**src/sv/ivr_pkg.sv**
```systemverilog
`timescale 1ns / 1ps
// ----------------------------------------------------------------------------
// ivr_pkg
// Shared types and fixed field widths for the inverse variance rebinner.
// ----------------------------------------------------------------------------
package ivr_pkg;

    // fixed field widths
    localparam int WAVE_W       = 24;
    localparam int FLUCT_W      = 24;
    localparam int WEIGHT_W     = 24;
    localparam int OUT_WEIGHT_W = 30;
    localparam int GROUP_W      = 7;

    // quotient width and iteration counter of the bit-serial divider
    localparam int QUOT_W = 24;
    localparam int ITER_W = 5;

    // largest reportable bin weight
    localparam logic [OUT_WEIGHT_W-1:0] WEIGHT_OUT_MAX = 30'h3FFF_FFFF;

    // one spectrum pixel
    typedef struct packed {
        logic        [WAVE_W-1:0]   in_wavelength;
        logic signed [FLUCT_W-1:0]  in_fluctuation;
        logic        [WEIGHT_W-1:0] in_weight;
        logic                       in_last;
    } pixel_t;

    // one output bin
    typedef struct packed {
        logic        [WAVE_W-1:0]       out_wavelength;
        logic signed [FLUCT_W-1:0]      out_fluctuation;
        logic        [OUT_WEIGHT_W-1:0] out_weight;
        logic                           out_last;
    } bin_t;

endpackage

```
**src/sv/inverse_variance_rebinner.sv**
```systemverilog
`timescale 1ns / 1ps
// ----------------------------------------------------------------------------
// inverse_variance_rebinner
// Merges runs of spectrum pixels into inverse-variance weighted bins.
// ----------------------------------------------------------------------------
//   channel   direction  handshake               payload
//   cfg       in         cfg_valid / cfg_ready   cfg_data   (group_size)
//   pixel     in         pixel_valid / stall     pixel_t
//   bin       out        bin_valid / bin_stall   bin_t
//
// In the front a pixel is captured, multiplied and accumulated.
// A closed bin then passes through the two 24-step bit-serial dividers in
// the back, which run in parallel.
// A two-entry queue lets the front keep taking pixels while the back divides.
// Reset is asynchronous, active low; sums clear and group_size reads 1.
// The output register holds a bin while bin_stall is high.
// ----------------------------------------------------------------------------
module inverse_variance_rebinner
    import ivr_pkg::*;
#(
    parameter int MAX_GROUP = 64
) (
    input  logic               clk,
    input  logic               rst_n,
    input  logic               cfg_valid,
    output logic               cfg_ready,
    input  logic [GROUP_W-1:0] cfg_data,
    input  logic               pixel_valid,
    output logic               pixel_stall,
    input  pixel_t             pixel,
    output logic               bin_valid,
    input  logic               bin_stall,
    output bin_t               bin
);

    localparam int LG          = $clog2(MAX_GROUP);
    localparam int CNT_W       = $clog2(MAX_GROUP + 1);
    localparam int WW_SUM_W    = 2 * WAVE_W + LG;
    localparam int F_SUM_W     = FLUCT_W + WEIGHT_W + LG;
    localparam int W_SUM_W     = WEIGHT_W + LG;
    localparam int P_SUM_W     = WAVE_W + LG;
    localparam int REC_W       = WW_SUM_W + F_SUM_W + W_SUM_W + P_SUM_W + CNT_W + 1;
    localparam int QUEUE_DEPTH = 2;

    logic                      push;
    logic                      full;
    logic                      pop;
    logic                      empty;
    logic [WW_SUM_W-1:0]       f_ww_sum;
    logic signed [F_SUM_W-1:0] f_f_sum;
    logic [W_SUM_W-1:0]        f_w_sum;
    logic [P_SUM_W-1:0]        f_p_sum;
    logic [CNT_W-1:0]          f_count;
    logic                      f_last;
    logic [WW_SUM_W-1:0]       q_ww_sum;
    logic signed [F_SUM_W-1:0] q_f_sum;
    logic [W_SUM_W-1:0]        q_w_sum;
    logic [P_SUM_W-1:0]        q_p_sum;
    logic [CNT_W-1:0]          q_count;
    logic                      q_last;
    logic [REC_W-1:0]          wr_rec;
    logic [REC_W-1:0]          rd_rec;

    // accumulation front
    ivr_front #(
        .MAX_GROUP (MAX_GROUP)
    ) u_front (
        .clk         (clk),
        .rst_n       (rst_n),
        .cfg_valid   (cfg_valid),
        .cfg_ready   (cfg_ready),
        .cfg_data    (cfg_data),
        .pixel_valid (pixel_valid),
        .pixel_stall (pixel_stall),
        .pixel       (pixel),
        .push        (push),
        .full        (full),
        .bin_ww_sum  (f_ww_sum),
        .bin_f_sum   (f_f_sum),
        .bin_w_sum   (f_w_sum),
        .bin_p_sum   (f_p_sum),
        .bin_count   (f_count),
        .bin_last    (f_last)
    );

    // bin record packing
    assign wr_rec = {f_ww_sum, f_f_sum, f_w_sum, f_p_sum, f_count, f_last};
    assign {q_ww_sum, q_f_sum, q_w_sum, q_p_sum, q_count, q_last} = rd_rec;

    // queue of closed bins
    ivr_queue #(
        .WIDTH (REC_W),
        .DEPTH (QUEUE_DEPTH)
    ) u_queue (
        .clk     (clk),
        .rst_n   (rst_n),
        .push    (push),
        .wr_data (wr_rec),
        .full    (full),
        .pop     (pop),
        .rd_data (rd_rec),
        .empty   (empty)
    );

    // division back end
    ivr_back #(
        .MAX_GROUP (MAX_GROUP)
    ) u_back (
        .clk       (clk),
        .rst_n     (rst_n),
        .empty     (empty),
        .pop       (pop),
        .q_ww_sum  (q_ww_sum),
        .q_f_sum   (q_f_sum),
        .q_w_sum   (q_w_sum),
        .q_p_sum   (q_p_sum),
        .q_count   (q_count),
        .q_last    (q_last),
        .bin_valid (bin_valid),
        .bin_stall (bin_stall),
        .bin       (bin)
    );

endmodule

```
**src/sv/ivr_queue.sv**
```systemverilog
`timescale 1ns / 1ps
// ----------------------------------------------------------------------------
// ivr_queue
// Small register queue holding finished bin sums between front and back.
// ----------------------------------------------------------------------------
module ivr_queue #(
    parameter int WIDTH = 8,
    parameter int DEPTH = 2
) (
    input  logic             clk,
    input  logic             rst_n,
    input  logic             push,
    input  logic [WIDTH-1:0] wr_data,
    output logic             full,
    input  logic             pop,
    output logic [WIDTH-1:0] rd_data,
    output logic             empty
);

    localparam int PTR_W = (DEPTH > 1) ? $clog2(DEPTH) : 1;
    localparam int CNT_W = $clog2(DEPTH + 1);

    logic [WIDTH-1:0] mem_reg [DEPTH];
    logic [PTR_W-1:0] wr_ptr_reg;
    logic [PTR_W-1:0] rd_ptr_reg;
    logic [CNT_W-1:0] cnt_reg;

    assign full    = (cnt_reg == CNT_W'(DEPTH));
    assign empty   = (cnt_reg == '0);
    assign rd_data = mem_reg[rd_ptr_reg];

    // pointers and fill count
    always_ff @(posedge clk or negedge rst_n)
    begin
        if (!rst_n)
        begin
            wr_ptr_reg <= '0;
            rd_ptr_reg <= '0;
            cnt_reg    <= '0;
        end
        else
        begin
            if (push)
            begin
                wr_ptr_reg <= (wr_ptr_reg == PTR_W'(DEPTH - 1)) ? '0 : wr_ptr_reg + 1'b1;
            end
            if (pop)
            begin
                rd_ptr_reg <= (rd_ptr_reg == PTR_W'(DEPTH - 1)) ? '0 : rd_ptr_reg + 1'b1;
            end
            if (push && !pop)
            begin
                cnt_reg <= cnt_reg + 1'b1;
            end
            else if (pop && !push)
            begin
                cnt_reg <= cnt_reg - 1'b1;
            end
        end
    end

    // storage
    always_ff @(posedge clk)
    begin
        if (push)
        begin
            mem_reg[wr_ptr_reg] <= wr_data;
        end
    end

    // no overflow, no underflow
    a_no_push_full: assert property (@(posedge clk) disable iff (!rst_n)
        full |-> !push)
        else $error("queue written while full");

    a_no_pop_empty: assert property (@(posedge clk) disable iff (!rst_n)
        empty |-> !pop)
        else $error("queue read while empty");

endmodule

```
**src/sv/ivr_front.sv**
```systemverilog
`timescale 1ns / 1ps
// ----------------------------------------------------------------------------
// ivr_front
// Takes pixels, forms the weighted products and accumulates the bin sums;
// a closed bin goes into the queue.
// ----------------------------------------------------------------------------
module ivr_front
    import ivr_pkg::*;
#(
    parameter int MAX_GROUP = 64
) (
    input  logic                                     clk,
    input  logic                                     rst_n,
    input  logic                                     cfg_valid,
    output logic                                     cfg_ready,
    input  logic [GROUP_W-1:0]                       cfg_data,
    input  logic                                     pixel_valid,
    output logic                                     pixel_stall,
    input  pixel_t                                   pixel,
    output logic                                     push,
    input  logic                                     full,
    output logic [2*WAVE_W+$clog2(MAX_GROUP)-1:0]    bin_ww_sum,
    output logic signed [FLUCT_W+WEIGHT_W+$clog2(MAX_GROUP)-1:0] bin_f_sum,
    output logic [WEIGHT_W+$clog2(MAX_GROUP)-1:0]    bin_w_sum,
    output logic [WAVE_W+$clog2(MAX_GROUP)-1:0]      bin_p_sum,
    output logic [$clog2(MAX_GROUP+1)-1:0]           bin_count,
    output logic                                     bin_last
);

    localparam int LG       = $clog2(MAX_GROUP);
    localparam int CNT_W    = $clog2(MAX_GROUP + 1);
    localparam int PROD_W   = 2 * WAVE_W;
    localparam int WW_SUM_W = PROD_W + LG;
    localparam int F_SUM_W  = FLUCT_W + WEIGHT_W + LG;
    localparam int W_SUM_W  = WEIGHT_W + LG;
    localparam int P_SUM_W  = WAVE_W + LG;
    localparam int CMP_W    = (CNT_W > GROUP_W) ? CNT_W : GROUP_W;

    typedef enum logic [2:0] {
        F_IDLE = 3'b001,
        F_MUL  = 3'b010,
        F_ACC  = 3'b100
    } front_state_t;

    front_state_t              state_reg, state_next;
    logic [GROUP_W-1:0]        group_size_reg;
    pixel_t                    pix_reg;
    logic [PROD_W-1:0]         wprod_reg;
    logic signed [PROD_W-1:0]  fprod_reg;
    logic [WW_SUM_W-1:0]       ww_sum_reg;
    logic signed [F_SUM_W-1:0] f_sum_reg;
    logic [W_SUM_W-1:0]        w_sum_reg;
    logic [P_SUM_W-1:0]        p_sum_reg;
    logic [CNT_W-1:0]          count_reg;

    logic [PROD_W-1:0]         wprod;
    logic signed [PROD_W-1:0]  fprod;
    logic [WW_SUM_W-1:0]       ww_add;
    logic signed [F_SUM_W-1:0] f_add;
    logic [W_SUM_W-1:0]        w_add;
    logic [P_SUM_W-1:0]        p_add;
    logic [CNT_W-1:0]          cnt_add;
    logic [CMP_W-1:0]          gs_x;
    logic [CMP_W-1:0]          eff_group;
    logic                      close;
    logic                      accept;

    assign cfg_ready   = 1'b1;
    assign pixel_stall = (state_reg != F_IDLE);
    assign accept      = pixel_valid && !pixel_stall;

    // products of the held pixel
    assign wprod = pix_reg.in_wavelength * pix_reg.in_weight;
    assign fprod = pix_reg.in_fluctuation * $signed({1'b0, pix_reg.in_weight});

    // running sums with the current pixel added
    assign ww_add  = ww_sum_reg + WW_SUM_W'(wprod_reg);
    assign f_add   = f_sum_reg + F_SUM_W'(fprod_reg);
    assign w_add   = w_sum_reg + W_SUM_W'(pix_reg.in_weight);
    assign p_add   = p_sum_reg + P_SUM_W'(pix_reg.in_wavelength);
    assign cnt_add = count_reg + 1'b1;

    // group size clamped into 1..MAX_GROUP
    assign gs_x = CMP_W'(group_size_reg);
    always_comb
    begin
        if (gs_x == '0)
        begin
            eff_group = CMP_W'(1);
        end
        else if (gs_x > CMP_W'(MAX_GROUP))
        begin
            eff_group = CMP_W'(MAX_GROUP);
        end
        else
        begin
            eff_group = gs_x;
        end
    end

    assign close = pix_reg.in_last || (CMP_W'(cnt_add) >= eff_group);
    assign push  = (state_reg == F_ACC) && close && !full;

    assign bin_ww_sum = ww_add;
    assign bin_f_sum  = f_add;
    assign bin_w_sum  = w_add;
    assign bin_p_sum  = p_add;
    assign bin_count  = cnt_add;
    assign bin_last   = pix_reg.in_last;

    // sequencer
    always_comb
    begin
        state_next = state_reg;
        unique case (state_reg)
            F_IDLE:
            begin
                if (accept)
                begin
                    state_next = F_MUL;
                end
            end
            F_MUL:
            begin
                state_next = F_ACC;
            end
            F_ACC:
            begin
                if (!close || !full)
                begin
                    state_next = F_IDLE;
                end
            end
            default:
            begin
                state_next = F_IDLE;
            end
        endcase
    end

    // control state, group size register and bin sums
    always_ff @(posedge clk or negedge rst_n)
    begin
        if (!rst_n)
        begin
            state_reg      <= F_IDLE;
            group_size_reg <= GROUP_W'(1);
            ww_sum_reg     <= '0;
            f_sum_reg      <= '0;
            w_sum_reg      <= '0;
            p_sum_reg      <= '0;
            count_reg      <= '0;
        end
        else
        begin
            state_reg <= state_next;
            if (cfg_valid && cfg_ready)
            begin
                group_size_reg <= cfg_data;
            end
            if (state_reg == F_ACC)
            begin
                if (!close)
                begin
                    ww_sum_reg <= ww_add;
                    f_sum_reg  <= f_add;
                    w_sum_reg  <= w_add;
                    p_sum_reg  <= p_add;
                    count_reg  <= cnt_add;
                end
                else if (!full)
                begin
                    ww_sum_reg <= '0;
                    f_sum_reg  <= '0;
                    w_sum_reg  <= '0;
                    p_sum_reg  <= '0;
                    count_reg  <= '0;
                end
            end
        end
    end

    // pixel capture and product registers
    always_ff @(posedge clk)
    begin
        if (accept)
        begin
            pix_reg <= pixel;
        end
        if (state_reg == F_MUL)
        begin
            wprod_reg <= wprod;
            fprod_reg <= fprod;
        end
    end

endmodule

```
**src/sv/ivr_div.sv**
```systemverilog
`timescale 1ns / 1ps
// ----------------------------------------------------------------------------
// ivr_div
// Bit-serial restoring divider with round-half-up; one quotient bit a cycle.
// ----------------------------------------------------------------------------
module ivr_div
    import ivr_pkg::*;
#(
    parameter int NUM_W = 56,
    parameter int DEN_W = 30
) (
    input  logic              clk,
    input  logic              rst_n,
    input  logic              start,
    input  logic [NUM_W-1:0]  num,
    input  logic [DEN_W-1:0]  den,
    output logic              busy,
    output logic [QUOT_W-1:0] quot
);

    logic [NUM_W-1:0]  rem_reg;
    logic [NUM_W-1:0]  dsh_reg;
    logic [QUOT_W-1:0] q_reg;
    logic [ITER_W-1:0] iter_reg;
    logic              ge;

    assign busy = (iter_reg != '0);
    assign quot = q_reg;
    assign ge   = (rem_reg >= dsh_reg);

    // iteration counter
    always_ff @(posedge clk or negedge rst_n)
    begin
        if (!rst_n)
        begin
            iter_reg <= '0;
        end
        else if (start)
        begin
            iter_reg <= ITER_W'(QUOT_W);
        end
        else if (busy)
        begin
            iter_reg <= iter_reg - 1'b1;
        end
    end

    // remainder, shifted divisor and quotient
    always_ff @(posedge clk)
    begin
        if (start)
        begin
            rem_reg <= num + NUM_W'(den >> 1);
            dsh_reg <= NUM_W'(den) << (QUOT_W - 1);
            q_reg   <= '0;
        end
        else if (busy)
        begin
            if (ge)
            begin
                rem_reg <= rem_reg - dsh_reg;
            end
            dsh_reg <= dsh_reg >> 1;
            q_reg   <= {q_reg[QUOT_W-2:0], ge};
        end
    end

endmodule

```
**src/sv/ivr_back.sv**
```systemverilog
`timescale 1ns / 1ps
// ----------------------------------------------------------------------------
// ivr_back
// Takes closed bins from the queue, runs the two mean divisions in parallel
// and holds the finished bin in the output register.
// ----------------------------------------------------------------------------
module ivr_back
    import ivr_pkg::*;
#(
    parameter int MAX_GROUP = 64
) (
    input  logic                                     clk,
    input  logic                                     rst_n,
    input  logic                                     empty,
    output logic                                     pop,
    input  logic [2*WAVE_W+$clog2(MAX_GROUP)-1:0]    q_ww_sum,
    input  logic signed [FLUCT_W+WEIGHT_W+$clog2(MAX_GROUP)-1:0] q_f_sum,
    input  logic [WEIGHT_W+$clog2(MAX_GROUP)-1:0]    q_w_sum,
    input  logic [WAVE_W+$clog2(MAX_GROUP)-1:0]      q_p_sum,
    input  logic [$clog2(MAX_GROUP+1)-1:0]           q_count,
    input  logic                                     q_last,
    output logic                                     bin_valid,
    input  logic                                     bin_stall,
    output bin_t                                     bin
);

    localparam int LG       = $clog2(MAX_GROUP);
    localparam int F_SUM_W  = FLUCT_W + WEIGHT_W + LG;
    localparam int W_SUM_W  = WEIGHT_W + LG;
    localparam int NUM_W    = 2 * WAVE_W + LG + 1;
    localparam int DEN_W    = W_SUM_W;
    localparam int OW_CMP_W = (DEN_W > OUT_WEIGHT_W) ? DEN_W : OUT_WEIGHT_W;

    typedef enum logic [2:0] {
        B_IDLE = 3'b001,
        B_RUN  = 3'b010,
        B_DONE = 3'b100
    } back_state_t;

    back_state_t          state_reg, state_next;
    logic                 zero_reg;
    logic                 neg_reg;
    logic                 last_reg;
    logic [W_SUM_W-1:0]   wsum_reg;
    logic                 bin_valid_reg;
    bin_t                 bin_reg;

    logic                 zero_w;
    logic [F_SUM_W-1:0]   fmag;
    logic [NUM_W-1:0]     num_a;
    logic [NUM_W-1:0]     num_b;
    logic [DEN_W-1:0]     den;
    logic                 busy_a;
    logic                 busy_b;
    logic [QUOT_W-1:0]    quot_a;
    logic [QUOT_W-1:0]    quot_b;
    logic                 load;
    logic [OW_CMP_W-1:0]  wsum_x;
    bin_t                 bin_new;

    // operand selection at pop
    assign zero_w = (q_w_sum == '0);
    assign fmag   = q_f_sum[F_SUM_W-1] ? F_SUM_W'(-q_f_sum) : F_SUM_W'(q_f_sum);
    assign num_a  = zero_w ? NUM_W'(q_p_sum) : NUM_W'(q_ww_sum);
    assign num_b  = NUM_W'(fmag);
    assign den    = zero_w ? DEN_W'(q_count) : q_w_sum;

    assign pop  = (state_reg == B_IDLE) && !empty;
    assign load = (state_reg == B_DONE) && (!bin_valid_reg || !bin_stall);

    // wavelength (or plain) mean
    ivr_div #(
        .NUM_W (NUM_W),
        .DEN_W (DEN_W)
    ) u_div_wave (
        .clk   (clk),
        .rst_n (rst_n),
        .start (pop),
        .num   (num_a),
        .den   (den),
        .busy  (busy_a),
        .quot  (quot_a)
    );

    // fluctuation magnitude mean
    ivr_div #(
        .NUM_W (NUM_W),
        .DEN_W (DEN_W)
    ) u_div_fluct (
        .clk   (clk),
        .rst_n (rst_n),
        .start (pop),
        .num   (num_b),
        .den   (den),
        .busy  (busy_b),
        .quot  (quot_b)
    );

    // finished bin
    assign wsum_x = OW_CMP_W'(wsum_reg);
    always_comb
    begin
        bin_new.out_wavelength = quot_a;
        if (zero_reg)
        begin
            bin_new.out_fluctuation = '0;
        end
        else if (neg_reg)
        begin
            bin_new.out_fluctuation = $signed(FLUCT_W'(-quot_b));
        end
        else
        begin
            bin_new.out_fluctuation = $signed(quot_b);
        end
        if (wsum_x > OW_CMP_W'(WEIGHT_OUT_MAX))
        begin
            bin_new.out_weight = WEIGHT_OUT_MAX;
        end
        else
        begin
            bin_new.out_weight = wsum_x[OUT_WEIGHT_W-1:0];
        end
        bin_new.out_last = last_reg;
    end

    // sequencer
    always_comb
    begin
        state_next = state_reg;
        unique case (state_reg)
            B_IDLE:
            begin
                if (pop)
                begin
                    state_next = B_RUN;
                end
            end
            B_RUN:
            begin
                if (!busy_a)
                begin
                    state_next = B_DONE;
                end
            end
            B_DONE:
            begin
                if (load)
                begin
                    state_next = B_IDLE;
                end
            end
            default:
            begin
                state_next = B_IDLE;
            end
        endcase
    end

    // control state and output valid
    always_ff @(posedge clk or negedge rst_n)
    begin
        if (!rst_n)
        begin
            state_reg     <= B_IDLE;
            bin_valid_reg <= 1'b0;
        end
        else
        begin
            state_reg <= state_next;
            if (load)
            begin
                bin_valid_reg <= 1'b1;
            end
            else if (!bin_stall)
            begin
                bin_valid_reg <= 1'b0;
            end
        end
    end

    // bin attributes and output payload
    always_ff @(posedge clk)
    begin
        if (pop)
        begin
            zero_reg <= zero_w;
            neg_reg  <= q_f_sum[F_SUM_W-1];
            last_reg <= q_last;
            wsum_reg <= q_w_sum;
        end
        if (load)
        begin
            bin_reg <= bin_new;
        end
    end

    assign bin_valid = bin_valid_reg;
    assign bin       = bin_reg;

    // unweighted bin never reports a fluctuation
    a_zero_weight_fluct: assert property (@(posedge clk) disable iff (!rst_n)
        bin_valid_reg |-> (bin_reg.out_weight != '0 || bin_reg.out_fluctuation == '0))
        else $error("zero-weight bin with nonzero fluctuation");

    // both dividers run in lockstep
    a_div_lockstep: assert property (@(posedge clk) disable iff (!rst_n)
        busy_a == busy_b)
        else $error("dividers out of step");

    // result is loaded only once the division has finished
    a_load_after_div: assert property (@(posedge clk) disable iff (!rst_n)
        load |-> !busy_a)
        else $error("bin loaded while division running");

endmodule

```
**config.mk**
```make
export PLATFORM = sky130hd
export DESIGN_NAME = inverse_variance_rebinner
export DESIGN_NICKNAME = d
export VERILOG_FILES = /design/src/sv/ivr_pkg.sv /design/src/sv/inverse_variance_rebinner.sv /design/src/sv/ivr_queue.sv /design/src/sv/ivr_front.sv /design/src/sv/ivr_div.sv /design/src/sv/ivr_back.sv
export SDC_FILE = /design/constraint.sdc
export NUM_CORES = 2
export LEC_CHECK = 0
export BUFFER_PORTS_ARGS = -buffer_cell sky130_fd_sc_hd__buf_4
export CAP_MARGIN = 40
export CORE_MARGIN = 4
export CORE_UTILIZATION = 52
export CTS_CLUSTER_SIZE = 20
export DETAILED_ROUTE_END_ITERATION = 16
export HOLD_SLACK_MARGIN = 0.06
export PLACE_DENSITY = 0.78
export REMOVE_ABC_BUFFERS = 1
export SYNTH_ARGS = -nofsm -noshare
export SYNTH_HDL_FRONTEND = slang
export SYNTH_SLANG_ARGS = --single-unit
```
**constraint.sdc**
```tcl
create_clock -name clk -period 10.1 [get_ports clk]
set_input_delay 1.01 -clock clk [delete_from_list [all_inputs] [get_ports clk]]
set_output_delay 1.01 -clock clk [all_outputs]
set_load 0.02 [all_outputs]
```
==> flow_summary_export.csv <==
group,metric,value,unit
run_status,status,"finished, final reports clean",
sta,hold_viol,0,
cts,cts_resized,0,
logic_synthesis,synth-edff-count,803,
logic_synthesis,synth_top_cell_by_area,"edfxtp_1",
worst_setup_path,cp.required,10.61,ns
logic_synthesis,synth_seq_cells,1100,
logic_synthesis,synth_top_area_share,24.5,%
logic_synthesis,yosys_warnings,0,
grt,antenna_found_initial,6,
routing,routed_wl,258000,um
die,initial_core_util,52.3,%
run,drv_cap,0,
die,io_pins,167,
sta,tns,0,ns
sta,slew_headroom,24.5,%
cts,cts_tree,"yes",
cts,clock-root-buffer,"clkbuf_16",
logic_synthesis,synthCells,9992,
worst_setup_path,critical_path.max_stage_delay,0.87,ns
sta,clock.fmax,119,MHz
layout,area_growth,8.35,%
grt,grt_max_degree,169,
worst_setup_path,cpMostUsedCell,"fa_1",
sta,fin_crit,8.44,ns
die,die_h,443,um
cts,worst_setup_hold_path_clk_slew,0.07,ns
cts,holdBufCountCts,0,
layout,largest_reg_flops,352,
sta,fin_crit_sh,83.5,%
logic_synthesis,avgSynthCellArea,9.83,sq um
layout,post-route-cell-area,106000,sq um
routing,drc,0,
place,port_buffers,165,
sta,tightest_slew,1.13,ns
layout,drive_above_1_share,6.65,%
routing,drtAntennaViolNets,0,
worst_setup_path,crit_type,"flop to flop",
worst_setup_path,start_kind,"flop",
grt,grt_pass1_vias,75600,
routing,via_per_inst,5.81,
grt,grt_pass1_wl,412000,um
cts,htreeDepth,3,
logic_synthesis,synthArstFlopShare,18.5,%
routing,drt-wirelength-per-cell,20.6,um
routing,first_iter_violations,6597,
sta,finClkSkew,0.0972,ns
sta,setup_viol,0,
logic_synthesis,synth.top_cells.by_area,"edfxtp_1 25%, fa_1 20%, ha_1 8.9%",
die,die_x,443,um
logic_synthesis,yosysSeqAreaShare,31.6,%
sta,drv_slew,0,
worst_setup_path,cp-end-kind,"flop",
cts,post-cts-setup-buffers,0,
worst_setup_path,rr_worst_depth,25,
cts,cts_buffers,117,
layout,nFillCells,15700,
layout,nNetsFinal,11700,
routing,vias,72800,
sta,whs,0.247,ns
cts,clockBufferDepth,3,
sta,rsz0062_at_grt,"no",
layout,final_util,56.7,%
grt,grt_overflow,0,
place,placed_area,102000,sq um
place,place_hpwl,195000,um
min_path,hold_path.class,"input pin to asynchronous set/reset pin",
logic_synthesis,syn_area,98300,sq um
logic_synthesis,synth_ff_type,"edfxtp_1",
die,core-area,188000,sq um
die,die_area,196000,sq um
worst_setup_path,path_max_fanout,33,
routing,first_pass_iters,7,
cts,cts.sinks,1100,
logic_synthesis,synthDistinctLibCells,93,
grt,grt_usage,26.3,%
cts,insertion_delay,0.84,ns
worst_setup_path,slowest_stage,"edfxtp_1",
worst_setup_path,cp.arrival,8.94,ns
place,place.gp.congestion,0.955,
die,rows,159,
==> synthesized netlist by cell type, types with 290 or more instances <==
| cell | count |
|---|---|
| clkbuf_1 | 428 |
| edfxtp_1 | 803 |
| a21oi_1 | 526 |
| nand2_1 | 1305 |
| o21ai_0 | 304 |
| ha_1 | 696 |
| xnor2_1 | 316 |
| nor2_1 | 379 |
| inv_1 | 1313 |
| fa_1 | 972 |
| a21o_1 | 290 |
| and2_1 | 611 |
==> final timing paths <==
path / from / endpoint / slack [ns]
setup / recovery: u_front.pix_reg[4] / u_front.wprod_reg[46] / 1.66
min in group clk: pixel[0] / u_front.bin_last / 0.39
max in group asynchronous: rst_n / u_front.group_size_reg[5] / 8.59
hold reg to reg: u_back.u_div_wave.dsh_reg[14] / u_back.u_div_wave.dsh_reg[13] / 0.40
setup reg to reg: u_front.pix_reg[4] / u_front.wprod_reg[46] / 1.66
hold / removal: rst_n / u_front.ww_sum_reg[49] / 0.25
==> layout make-up <==
type                    instances  area (sq um)  share of cell area, %
flip-flops and latches       1100         31100                   29.2
multi-input cells            7101         60500                   56.8
inverters                    1313          4940                   4.64
clock buffers                 151          3210                   3.01
diodes                          3          7.51                0.00705
clock inverters                72           857                  0.805
repair buffers                291          2740                   2.58
well taps                    2495          3120                   2.93
==> placed cells by master (no fill, tap or decap), types with 18 or more instances in the layout <==
cell type  instances
inv_1           1312
nand2_1         1305
fa_1             972
edfxtp_1         803
ha_1             696
and2_1           611
a21oi_1          525
nor2_1           373
xnor2_1          316
o21ai_0          302
a21o_1           290
buf_4            247
nand3_1          212
dfrtp_1          199
xor2_1           180
clkbuf_16        119
mux2i_1           94
dfxtp_1           94
and3_1            93
nor3_1            92
nand2b_1          76
o21bai_1          72
mux2_2            65
o21a_1            61
nor2b_1           59
nand4_1           57
a31oi_1           57
or3_1             45
nor4_1            44
o31ai_1           42
a211oi_1          41
mux4_2            30
o211ai_1          28
or2_2             28
clkbuf_1          21
clkinv_2          21
or4_1             19
nor3b_1           19
o22ai_1           18
==> metal layers <==
metal	up-vias	global-route usage (%)	part of all wire [%]
met4	0	11.2	4.9
met1	35900	35.4	41
met3	629	4.29	8.3
li1	33100	-	-
met5	-	0	0
met2	3154	42.2	46
==> critical path, delay by kind of cell (launching register included) <==
kind,cells,cell delay [ns]
AND/OR/NAND/NOR,1,0.15
AO/OA/AOI/OAI,9,2.37
flip-flops,1,0.87
buffers and inverters,6,0.79
adder cells (fa/ha/maj),8,3.84
XOR/XNOR,1,0.16
==> stage by stage <==
stage | worst slack, ns | std cells
finish | 1.66 | 12500
global placement | 1.94 | 12300
global route | 1.34 | 12500
detailed placement | 1.83 | 12300
floorplan | -3.01 | 9514
CTS | 1.79 | 12500
==> kinds of logic (layout without fill, tap and decap cells) <==
kind of cell               Yosys count  in the layout  share of synthesized area (%)
AOI/OAI and AO/OA                 1645           1645                           10.7
xor gates and xnor gates           497            497                           4.44
adders and majority gates         1668           1668                           28.7
buffers and inverters             1791           1827                           6.90
DFF                               1100           1100                           31.6
muxes                              190            190                           2.40
other                                1              4                        0.00382
and+or+nand+nor                   3100           3100                           15.3
Power is left out: the tool's default activity adds up to more than one toggle a clock period on the data nets, which glitch-free logic cannot reach.
